$ cat config.mk
export PLATFORM = sky130hd
export DESIGN_NAME = ptom_ctrl
export DESIGN_NICKNAME = d
export VERILOG_FILES = /design/src/hdl/ptom_pkg.sv /design/src/hdl/ptom_ctrl.sv
export SDC_FILE = /design/constraint.sdc
export NUM_CORES = 1
export LEC_CHECK = 0
export ABC_AREA = 1
export BUFFER_PORTS_ARGS = -buffer_cell sky130_fd_sc_hd__buf_4
export CAP_MARGIN = 10
export CORE_MARGIN = 2
export CORE_UTILIZATION = 25
export CTS_BUF_LIST = sky130_fd_sc_hd__clkbuf_2
export DETAILED_ROUTE_END_ITERATION = 8
export GPL_TIMING_DRIVEN = 0
export PLACE_DENSITY = 0.49
export SETUP_SLACK_MARGIN = 0.3
export SYNTH_ARGS = -nofsm -noshare
export SYNTH_HDL_FRONTEND = slang
export SYNTH_SLANG_ARGS = --single-unit
export TNS_END_PERCENT = 5
$ cat constraint.sdc
create_clock -name clk -period 1 [get_ports clk]
set_input_delay 0 -clock clk [delete_from_list [all_inputs] [get_ports clk]]
set_output_delay 0 -clock clk [all_outputs]
set_load 0.03 [all_outputs]
$ cat src/hdl/ptom_pkg.sv
package ptom_pkg;

  localparam logic OP_ADD    = 1'b0;
  localparam logic OP_CANCEL = 1'b1;

  localparam logic [1:0] TYPE_LIMIT  = 2'd0;
  localparam logic [1:0] TYPE_MARKET = 2'd1;
  localparam logic [1:0] TYPE_FOK    = 2'd2;
  localparam logic [1:0] TYPE_NONE   = 2'd3;

  localparam logic [2:0] ST_RESTED    = 3'd0;
  localparam logic [2:0] ST_FILLED    = 3'd1;
  localparam logic [2:0] ST_DROPPED   = 3'd2;
  localparam logic [2:0] ST_CANCELLED = 3'd3;
  localparam logic [2:0] ST_NOT_FOUND = 3'd4;
  localparam logic [2:0] ST_BOOK_FULL = 3'd5;

  localparam logic KIND_TRADE = 1'b0;
  localparam logic KIND_FINAL = 1'b1;

  typedef enum logic [1:0] {
    BK_NOP,
    BK_INSERT,
    BK_FILL,
    BK_CANCEL
  } book_op_t;

  typedef struct packed {
    logic [31:0] id;
    logic [31:0] price;
    logic [31:0] qty;
    logic [31:0] rem;
  } trade_t;

  // controller to datapath
  typedef struct packed {
    logic capture;
    logic cancel;
    logic drop;
    logic scan_step;
    logic fill;
    logic finish;
    logic load_trade;
    logic load_final;
    logic emit_next;
  } dp_cmd_t;

  // datapath to controller
  typedef struct packed {
    logic       is_cancel;
    logic [1:0] order_type;
    logic       fill_ok;
    logic       scan_stop;
    logic       fok_go;
    logic       emit_more;
  } dp_stat_t;

  function automatic logic crosses(input logic side, input logic [1:0] otype,
                                   input logic [31:0] limit, input logic [31:0] rest);
    logic r;
    if (otype == TYPE_MARKET) r = 1'b1;
    else if (side) r = (rest >= limit);
    else r = (rest <= limit);
    return r;
  endfunction

endpackage

$ cat src/hdl/ptom_ctrl.sv
module ptom_ctrl import ptom_pkg::*; (
  input  logic     clk,
  input  logic     rst_n,
  input  logic     in_valid,
  output logic     in_stall,
  output logic     out_valid,
  input  logic     out_stall,
  input  dp_stat_t stat,
  output dp_cmd_t  cmd
);

  localparam logic [2:0] S_IDLE  = 3'd0;
  localparam logic [2:0] S_DISP  = 3'd1;
  localparam logic [2:0] S_SCAN  = 3'd2;
  localparam logic [2:0] S_MATCH = 3'd3;
  localparam logic [2:0] S_RD    = 3'd4;
  localparam logic [2:0] S_LOAD  = 3'd5;
  localparam logic [2:0] S_SHOW  = 3'd6;

  logic [2:0] state_r, state_nxt;
  logic       final_r, final_nxt;

  assign in_stall  = (state_r != S_IDLE);
  assign out_valid = (state_r == S_SHOW);

  always_comb begin
    state_nxt = state_r;
    final_nxt = final_r;
    cmd       = '0;
    unique case (state_r)
      S_IDLE: begin
        if (in_valid) begin
          cmd.capture = 1'b1;
          state_nxt   = S_DISP;
        end
      end
      S_DISP: begin
        if (stat.is_cancel) begin
          cmd.cancel = 1'b1;
          state_nxt  = S_RD;
        end else if (stat.order_type == TYPE_NONE) begin
          cmd.drop  = 1'b1;
          state_nxt = S_RD;
        end else if (stat.order_type == TYPE_FOK) begin
          state_nxt = S_SCAN;
        end else begin
          state_nxt = S_MATCH;
        end
      end
      S_SCAN: begin
        // sum crossing quantity until it covers the order, the book runs out or the cross ends
        if (stat.scan_stop) begin
          if (stat.fok_go) state_nxt = S_MATCH;
          else begin
            cmd.drop  = 1'b1;
            state_nxt = S_RD;
          end
        end else cmd.scan_step = 1'b1;
      end
      S_MATCH: begin
        if (stat.fill_ok) cmd.fill = 1'b1;
        else begin
          cmd.finish = 1'b1;
          state_nxt  = S_RD;
        end
      end
      S_RD: begin
        if (stat.emit_more) begin
          final_nxt = 1'b0;
          state_nxt = S_LOAD;
        end else begin
          cmd.load_final = 1'b1;
          final_nxt      = 1'b1;
          state_nxt      = S_SHOW;
        end
      end
      S_LOAD: begin
        cmd.load_trade = 1'b1;
        state_nxt      = S_SHOW;
      end
      S_SHOW: begin
        if (!out_stall) begin
          if (final_r) state_nxt = S_IDLE;
          else begin
            cmd.emit_next = 1'b1;
            state_nxt     = S_RD;
          end
        end
      end
      default: state_nxt = S_IDLE;
    endcase
  end

  always_ff @(posedge clk) begin
    if (!rst_n) begin
      state_r <= S_IDLE;
      final_r <= 1'b0;
    end else begin
      state_r <= state_nxt;
      final_r <= final_nxt;
    end
  end

endmodule

## After elaboration in Yosys (flattened, before gate mapping)

Index checks and enable logic that the tools add are counted.
W data, S select, Z words.

| storage, ports and cells | value |
|---|---|
| flip-flop bits (word level) | 4 |
| input bits | 11 |
| output and inout bits | 11 |
| logic and storage cells | 48 |

| operators by class | value |
|---|---|
| equal/unequal tests | 12 |
| mux-type cells | 31 |
| reduce and logical (&&, ||, !) cells | 3 |

Operators with widths:

| operator | count |
|---|---|
| $mux W3 | 8 |
| $pmux W3 S7 | 1 |
| $mux W1 | 19 |
| $eq A3 B3 Y1 const B | 3 |
| $ne A2 B2 Y1 const B | 4 |
| $eq A3 B2 Y1 const B | 2 |
| $eq A2 B2 Y1 const B | 2 |
| $mux W2 | 2 |
| $reduce_and A4 Y1 | 1 |
| $eq A3 B1 Y1 const B | 1 |
| $logic_not A3 Y1 | 1 |
| $reduce_bool A3 Y1 | 1 |
| $pmux W1 S2 | 1 |

## Longest topological paths before layout

Gate-level depths: netlist of run 1.

| depth | value |
|---|---|
| depth after elaboration | 5 |
| mapped depth | 8 |

## Least setup slack after synthesis of run 1

OpenSTA, ideal clock, no wires.

| timing | value |
|---|---|
| kind | flip-flop to output port |
| start point | register state_r[1] |
| end point | output port cmd[6] (netlist bit) |
| data arrival time | 1326 ps |
| setup slack | -326 ps |
| stages on the path, launching flop included | 5 |
| path buffers | 1 |
| cell sequence | dfxtp_1 -> buf_6 -> inv_2 -> nand3_1 -> o21ai_0 |

RTL lines:

| element | RTL line | text |
|---|---|---|
| start: declaration | ptom_ctrl.sv:20 | `logic [2:0] state_r, state_nxt;` |
| start signal: assignment | ptom_ctrl.sv:99 | `state_r <= state_nxt;` |
| end: declaration | ptom_ctrl.sv:9 | `output dp_cmd_t cmd` |

## Final worst setup path of run 1

| timing | value |
|---|---|
| start point | register state_r[0] |
| end point | register state_r[0] |

| on the way | value |
|---|---|
| word-level cells in the longest chain between the ends | 3 |
| elaborated cells between the ends (all ways) | 13 |
| classes of those cells | eq/ne (10); mux (1); reduce/logical (2) |

Ends and longest elaborated chain:

| element | RTL line | text |
|---|---|---|
| $eq A3 B2 Y1 (tied with other cells) | ptom_ctrl.sv:30 | `unique case (state_r)` |
| $ne A2 B2 Y1 (no line) | -- |  |
| $reduce_and A4 Y1 (no line) | -- |  |

Parallel ways exist; a longest one is shown, timed or not.
A chain may end at the register's enable or synchronous reset.

==> flow_summary.yaml, run 1 <==
worst_hold_path:
  min_path_type: "in -> reg"
worst_setup_path:
  critical_path_arrival_ns: 1.36
  cp.required_ns: 1.12
  start_kind: "flip-flop"
  worst_path_largest_cell_delay_ns: 0.32
  endpoint_kind: "flip-flop"
  crit_chain: "buf_6, nor2_4, buf_6, nand3b_1, nand2_1, nor2_2, nand2_1, a21oi_1"
  worstSetupPathType: "reg -> reg"
  critPathSlowestCell: "dfxtp_2"
  path_max_fanout: 4
detailed_routing:
  drtAntennaViolNets: 0
  vias: 546
  drt_iter0_markers: 10
  drt-total-wl_um: 1232
  wire_per_inst_um: 10.90
  drtPass1Iterations: 5
  vias_per_cell: 4.832
  drc: 0
floorplan:
  initial_core_util: 0.2622
  ios: 22
  core_area_um2: 1489
  rows: 14
  fp.dieArea_um2: 1894
  dieWidth_um: 43.52
  die_y_um: 43.52
synthesis:
  ys_ff_latch: 4
  ys_seq_area_frac: 0.2051
  syn_nets: 78
  synth.area.top_cells: "dfxtp_1, nand2_1, nand3_1"
  synth_cells: 67
  ys_types: 17
  synth_warnings: 0
  synth.avg_cell_area_um2: 5.826
  synth_largest_area_cell: "dfxtp_1"
  yosys.area.top_type_share: 0.2051
  syn_area_um2: 390.4
cts:
  root_buffer: "clkbuf_2"
  cts_max_level: 1
  cts.path.max_buffers: 2
  tritoncts: "yes"
  clk_latency_ns: 0.20
  clkTransAtPathRegs_ns: 0.04
  clock-sinks: 4
  numCtsBuffers: 3
timing:
  setup_tns_ns: -2.027
  worst_pin_slew_ns: 0.2054
  maxSlewViolCount: 0
  hold_viol: 0
  rsz0062_at_grt: "true"
  clock_skew_ns: 0.002035
  fmax_mhz: 805.0
  setup_ws_ns: -0.2422
  maxSlewHeadroom: 0.8616
  final.min_clock_period_ns: 1.242
  min_period_over_period: 1.242
  setup_viol: 14
cells_and_area:
  drive_gt1_frac: 0.5773
  final_util: 0.5218
  final_common_cell: "buf_4"
  post-route-cell-area_um2: 777.0
  fin_nets: 110
  final_cell_mix: "buf_4, buf_6, nand2_1"
  area_growth_pct: 99.04
  n_antenna_cell: 0
placed_design:
  dp_hpwl_um: 893.2
  port_buffers: 21
  place_congestion: 0.7516
  place_area_um2: 629.4
global_routing:
  grt_max_degree: 11
  antenna_found_initial: 0
  grt_pass1_wl_um: 2132
  grt_pass1_vias: 492
  globalRouteOverflowTotal: 0
  track_usage: 0.1523
power_and_ir_drop:
  p_leak_uw: 0.0003786
  ir_drop_mv: 0.9653
  power_per_cell_area_nw_per_um2: 2342
flow_run:
  drv_cap: 0
status:
  violations: "negative setup slack"
  status: "complete, but fails checks"
[critical path: cells and delay by family, from the launching register on]
kind            cells  cell delay (ns)
flops               1             0.32
buf+inv             2             0.22
compound gates      1             0.14
simple gates        5             0.47
[worst paths after layout]
| kind | endpoint | depth (start not counted) | startpoint | slack, ns |
|---|---|---|---|---|
| min | final_r | 3 | rst_n | 0.05 |
| min reg2reg | final_r | 2 | final_r | 0.59 |
| max | state_r[0] | 8 | state_r[0] | -0.24 |
| max reg2reg | state_r[0] | 8 | state_r[0] | -0.24 |
[through the flow]
stage / total power, uW / std cells / hold WS (ns) / worst slack (ns)
floorplan: 1054 / 67 / 0.04476 / -0.01620
global placement: 1329 / 104 / 0.2174 / -0.1301
detailed placement: 1316 / 104 / 0.2191 / -0.1257
CTS: 1722 / 112 / 0.03913 / -0.2236
global route: 1960 / 113 / 0.04485 / -0.3180
finish: 1820 / 113 / 0.05491 / -0.2422
[power by group]
group | switching (uW) | total, uW | internal [uW] | leakage, uW
registers | 59.5 | 281 | 221 | 0.0000337
logic | 778 | 1390 | 617 | 0.000332
clock network | 63.5 | 144 | 80.6 | 0.0000125
total | 901 | 1820 | 919 | 0.000379
[cell usage after synthesis]
| cell type | count |
|---|---|
| nand3_1 | 8 |
| inv_1 | 9 |
| dfxtp_1 | 4 |
| nand4_1 | 1 |
| nor3_1 | 3 |
| nor2_4 | 1 |
| buf_6 | 2 |
| o21ai_0 | 4 |
| inv_2 | 2 |
| o211ai_1 | 1 |
| nand3b_1 | 1 |
| nand4_2 | 1 |
| nor2_1 | 9 |
| nor2_2 | 2 |
| a21oi_1 | 5 |
| nand2_2 | 1 |
| nand2_1 | 13 |
[area by class of cell]
| type | instances | area (um^2) |
|---|---|---|
| buffer | 2 | 22.52 |
| inverter | 11 | 48.80 |
| multi-input combinational | 50 | 334.1 |
| clock buffer | 3 | 15.01 |
| sequential | 4 | 85.08 |
| fill | 163 | 711.9 |
| tap | 16 | 20.02 |
| timing repair buffer | 27 | 251.5 |
[state kept, by name (all words and copies together), names as in the netlist]
register,flops
state_r,3
final_r,1
[what timing repair did]
| action | in CTS | in global routing |
|---|---|---|
| gates resized for setup | 11 | 10 |
| endpoints found under the setup margin | 15 | 15 |
| endpoints found under the hold margin | 1 | 0 |
| buffers inserted | 4 | 1 |
| pin swaps | 3 | 8 |
| hold buffers | 1 | 0 |
[cells by family after synthesis]
logic type             count (synthesis)  share of synthesized area
AND/OR/NAND/NOR                       40                     0.4968
AO/OA/AOI/OAI                         10                     0.1346
flip-flops                             4                     0.2051
buffers and inverters                 13                     0.1635
[metal layers]
| metal | vias to the layer above | GRT usage | wire length (um) | part of all wire |
|---|---|---|---|---|
| li1 | 279 | - | - | - |
| met1 | 252 | 0.1929 | 550 | 0.45 |
| met3 | 0 | 0.06667 | 60 | 0.049 |
| met4 | 0 | 0.03636 | 0 | 0 |
| met2 | 15 | 0.2388 | 621 | 0.50 |
| met5 | - | 0 | 0 | 0 |
Power figures use the tool's default switching activity.
==> inputs of run 2 (changes only) <==
- PLACE_DENSITY: 0.49 -> 0.47
- clock period: 1 -> 1.4 ns (I/O delays scaled with it)
==> flow_summary.yaml, run 2 (synthesized netlist as in run 1, its figures left out) <==
status:
  status: "complete, no violations"
worst_setup_path:
  endpoint_kind: "output port"
  cp-endpoint: "cmd[6]"
  worstSetupPathType: "reg -> out"
  rr_startpoint: "state_r[0]"
  critical_path_arrival_ns: 1.18
  cp.required_ns: 1.40
  r2r_end: "state_r[0]"
  startpoint: "state_r[1]"
  path_max_fanout: 10
  start_kind: "flip-flop"
  r2r_cells: 8
  reg2reg_slack_ns: 0.24
cells_and_area:
  top_register: "state_r"
  drive_gt1_frac: 0.4330
  n_antenna_cell: 0
  fin_nets: 110
  reg_top3: "state_r: 3 flops, final_r: 1 flops"
  area_growth_pct: 65.06
  final_cell_mix: "buf_4, nand2_1, inv_1"
  fillCellCount: 172
  largest_reg_flops: 3
  final_common_cell: "buf_4"
  finalNonFillerCells: 113
cts:
  cts.path.max_buffers: 2
  root_buffer: "clkbuf_2"
  cts_max_level: 1
  clk_latency_ns: 0.21
  numCtsBuffers: 3
  tritoncts: "yes"
  clock-sinks: 4
  clkTransAtPathRegs_ns: 0.04
floorplan:
  initial_core_util: 0.2622
  die_y_um: 43.52
  rows: 14
  dieWidth_um: 43.52
  fp.dieArea_um2: 1894
  core_area_um2: 1489
  ios: 22
timing:
  setup_viol: 0
  hold_viol: 0
  maxSlewHeadroom: 0.8624
  worst_pin_slew_ns: 0.2043
  setup_tns_ns: 0
  final.min_clock_period_ns: 1.180
  clock_skew_ns: 0.005471
  fmax_mhz: 847.2
  min_period_over_period: 0.8431
  maxSlewViolCount: 0
  rsz0062_at_grt: "true"
placed_design:
  placed_cells: 104
  place_congestion: 0.7170
  dp_hpwl_um: 854.3
  port_buffers: 21
detailed_routing:
  drt_iter0_markers: 7
  drt-total-wl_um: 1090
  vias_per_cell: 4.478
  vias: 506
  drtAntennaViolNets: 0
  wire_per_inst_um: 9.646
  drtPass1Iterations: 4
  drc: 0
power_and_ir_drop:
  ir_drop_mv: 0.6384
  power_per_cell_area_nw_per_um2: 1633
  p_leak_uw: 0.0003721
global_routing:
  grt_max_degree: 11
  grt_pass1_wl_um: 1800
  grt_pass1_vias: 447
  antenna_found_initial: 0
  globalRouteOverflowTotal: 0
  track_usage: 0.1265
worst_hold_path:
  min_path_type: "in -> reg"
flow_run:
  drv_cap: 0
[run 2: cell counts in the layout (fill, tap and decap cells not counted)]
No cell type changed its count.
[run 2: metrics by stage]
step	power (uW)	util	hold WS (ns)	instance area, um^2	setup WS [ns]
global placement	847.4	0.3815	0.2077	568.0	0.2075
detailed placement	842.5	0.3815	0.2066	568.0	0.2313
global route	1150	0.4328	0.06661	644.4	0.1032
floorplan	656.9	-	0.08936	390.4	0.1408
finish	1053	0.4328	0.05545	644.4	0.2197
CTS	1062	0.4328	0.04715	644.4	0.1992
[run 2: repair_timing]
action                                 CTS  global route
endpoints found under the hold margin    1             0
gates resized for setup                  4             0
hold buffers                             1             0
buffers inserted                         5             0
setup endpoints to repair               13            15
pin swaps                                2             1
[run 2: worst max-delay path: stages (launching register included)]
cell,delay (ns)
dfxtp_1,0.30
buf_6,0.13
inv_2,0.10
nand3_2,0.12
o21ai_1,0.15
buf_4,0.17
[run 2: per-layer routing]
metal  vias to the layer above  wire length (um)  global-route usage  share of wire
li1                        278                 -                   -              -
met1                       213               520              0.1595           0.48
met2                        15               492              0.2090           0.45
met3                         0                77             0.05000          0.071
met4                         0                 0             0.01818              0
met5                         -                 0                   0              0
[run 2: worst min path at each step]
stage | to | slack [ns] | depth (start not counted) | from
6_report | state_r[2] | 0.06 | 3 | rst_n
5_1_grt | state_r[2] | 0.07 | 3 | rst_n
4_1_cts | final_r | 0.05 | 3 | rst_n
3_5_place_dp | final_r | 0.21 | 2 | stat[0]
3_3_place_gp | final_r | 0.21 | 2 | stat[0]
2_1_floorplan | final_r | 0.09 | 1 | stat[0]
[run 2: layout make-up]
cell class / instances / area (um^2) / area share
Buffer: 2 / 22.52 / 0.03495
Clock buffer: 3 / 15.01 / 0.02330
Inverter: 11 / 41.29 / 0.06408
Multi-Input combinational cell: 50 / 259.0 / 0.4019
Sequential cell: 4 / 81.33 / 0.1262
Tap cell: 16 / 20.02 / 0.03107
Timing Repair Buffer: 27 / 205.2 / 0.3184
[run 2: power breakdown]
part	internal (uW)	switching [uW]	leakage, uW
Clock	57.5	46.3	0.0000125
Sequential	153	33.9	0.0000332
Combinational	326	436	0.000326
==> inputs of run 3 (changes only) <==
- ABC_AREA: 1 -> 0
- PLACE_DENSITY: 0.47 -> 0.49
- clock period: 1.4 -> 1 ns (I/O delays scaled with it)
==> flow_summary.yaml, run 3 <==
status:
  status: "complete, but fails checks"
  violations: "negative setup slack"
detailed_routing:
  drtAntennaViolNets: 0
  drc: 0
  drt-total-wl_um: 1258
  drtPass1Iterations: 4
  wire_per_inst_um: 12.71
  vias_per_cell: 5.192
  vias: 514
  drt_iter0_markers: 10
worst_setup_path:
  critical_path_buf_inv_count: 3
  cpMostUsedCell: "buf_6"
  path_max_fanout: 10
  critPathTopFamily: "simple AND/OR/NAND/NOR gates"
  critPathSlowestCell: "or3_4"
  cp.required_ns: 1.00
  crit_chain: "buf_6, clkbuf_16, or3_4, nor2_4, buf_6"
  critical_path_arrival_ns: 1.39
  endpoint_kind: "output port"
  start_kind: "flip-flop"
  worstSetupPathType: "reg -> out"
  worst_path_largest_cell_delay_ns: 0.34
flow_run:
  drv_cap: 0
timing:
  setup_viol: 15
  maxSlewHeadroom: 0.8024
  fmax_mhz: 721.9
  final.min_clock_period_ns: 1.385
  worst_pin_slew_ns: 0.2965
  rsz0062_at_grt: "true"
  min_period_over_period: 1.385
  hold_viol: 0
  setup_ws_ns: -0.3852
  clock_skew_ns: 0.008616
  maxSlewViolCount: 0
power_and_ir_drop:
  power_per_cell_area_nw_per_um2: 2795
  ir_drop_mv: 1.429
  p_leak_uw: 0.0003273
cells_and_area:
  drive_gt1_frac: 0.5422
  area_growth_pct: 75.91
  n_antenna_cell: 0
  post-route-cell-area_um2: 721.9
  fin_nets: 96
  final_cell_mix: "buf_4, nand2_1, buf_6"
  finalNonFillerCells: 99
  largest_reg_flops: 3
  top_register: "state_r"
  reg_top3: "state_r: 3 flops, final_r: 1 flops"
  final_common_cell: "buf_4"
synthesis:
  syn_area_um2: 410.4
  ys.flop_type: "dfxtp_1"
  synth_common_cells: "nor2_1, nand2_1, dfxtp_1"
  async_reset_ff_frac: 0
  synth_cells: 58
  synth_warnings: 0
  synth.area.top_cells: "dfxtp_1, nor2_1, nand2_1"
  ys_ff_latch: 4
  ys_seq_area_frac: 0.1951
  synth_largest_area_cell: "dfxtp_1"
  yosys.area.top_type_share: 0.1951
  ys_types: 30
  synth_enable_flop_cells: 0
  synth.avg_cell_area_um2: 7.076
  synth.most_common_cell: "nor2_1"
  syn_nets: 69
floorplan:
  initial_core_util: 0.2693
  ios: 22
  dieWidth_um: 44.52
  fp.dieArea_um2: 1982
  rows: 14
  core_area_um2: 1524
  die_y_um: 44.52
worst_hold_path:
  min_path_type: "in -> reg"
placed_design:
  place_congestion: 0.7187
  placed_cells: 95
  port_buffers: 21
  place_area_um2: 628.1
  dp_hpwl_um: 964.5
cts:
  cts_max_level: 1
  numCtsBuffers: 3
  cts.path.max_buffers: 2
  clk_latency_ns: 0.20
  tritoncts: "yes"
  clock-sinks: 4
  cts_hold_buf: 0
  root_buffer: "clkbuf_2"
  clkTransAtPathRegs_ns: 0.05
global_routing:
  antenna_found_initial: 0
  grt_max_degree: 11
  track_usage: 0.1467
  globalRouteOverflowTotal: 0
  grt_pass1_vias: 496
  grt_pass1_wl_um: 2097
## run 3: cell types whose count changed after synthesis, moves of 2 or more
cell	delta
and3_1	+3
a211oi_1	+2
nand3_1	-6
nand2_1	-6
o21ai_0	-4
inv_1	-6
o22ai_1	+2
inv_2	-2
a21oi_1	-3
nor2_2	-2
nand2b_1	+3
## run 3: cell families after synthesis
group | Yosys count | synth area share
AO/OA/AOI/OAI | 14 | 0.2622
flip-flops | 4 | 0.1951
buffers and inverters | 7 | 0.1036
multiplexers | 2 | 0.05183
AND/OR/NAND/NOR | 31 | 0.3873
## run 3: path summary, 6_finish.rpt
| kind | end | slack [ns] | from | cells past startpoint |
|---|---|---|---|---|
| worst min register to register | final_r | 0.60 | final_r | 2 |
| worst max register to register | state_r[0] | -0.35 | state_r[0] | 5 |
| worst max-delay path | cmd[8] | -0.39 | state_r[1] | 5 |
| worst min-delay path | state_r[0] | 0.04 | rst_n | 2 |
## run 3: metal layers
metal | part of all wire | vias up | track usage
met3 | 0.077 | 2 | 0.05714
met4 | 0.010 | 0 | 0.05455
met1 | 0.44 | 227 | 0.1878
met5 | 0 | - | 0
li1 | - | 264 | -
met2 | 0.47 | 21 | 0.2203
## run 3: through the flow
stage	power, uW	hold slack [ns]	worst slack (ns)	TNS (ns)	utilization
after floorplan	1281	0.03824	-0.2668	-2.273	-
after global placement	1643	0.2429	-0.4366	-4.117	0.4122
after detailed placement	1642	0.2441	-0.4540	-4.111	0.4122
after CTS	1984	0.03460	-0.3969	-4.341	0.4622
after global routing	2186	0.04030	-0.4554	-5.282	0.4737
final	2018	0.04012	-0.3852	-3.911	0.4737
## run 3: report_power, final
part | total [uW] | switching, uW | internal [uW]
logic | 1600 | 842 | 760
clock network | 142 | 61.5 | 80.6
registers | 274 | 44.8 | 229
## run 3: cell type report
| class | instances | area (um^2) |
|---|---|---|
| multi-input cells | 47 | 361.6 |
| inverters | 3 | 11.26 |
| clock buffers | 3 | 15.01 |
| flip-flops and latches | 4 | 82.58 |
| fillers | 159 | 802.0 |
| well taps | 16 | 20.02 |
| repair buffers | 22 | 176.4 |
| plain buffers | 4 | 55.05 |
## run 3: repair_timing
item / 4_1_cts / 5_1_grt
buffers inserted: 1 / 0
resized for setup: 13 / 4
setup endpoints to repair: 15 / 15
pin swaps: 1 / 3
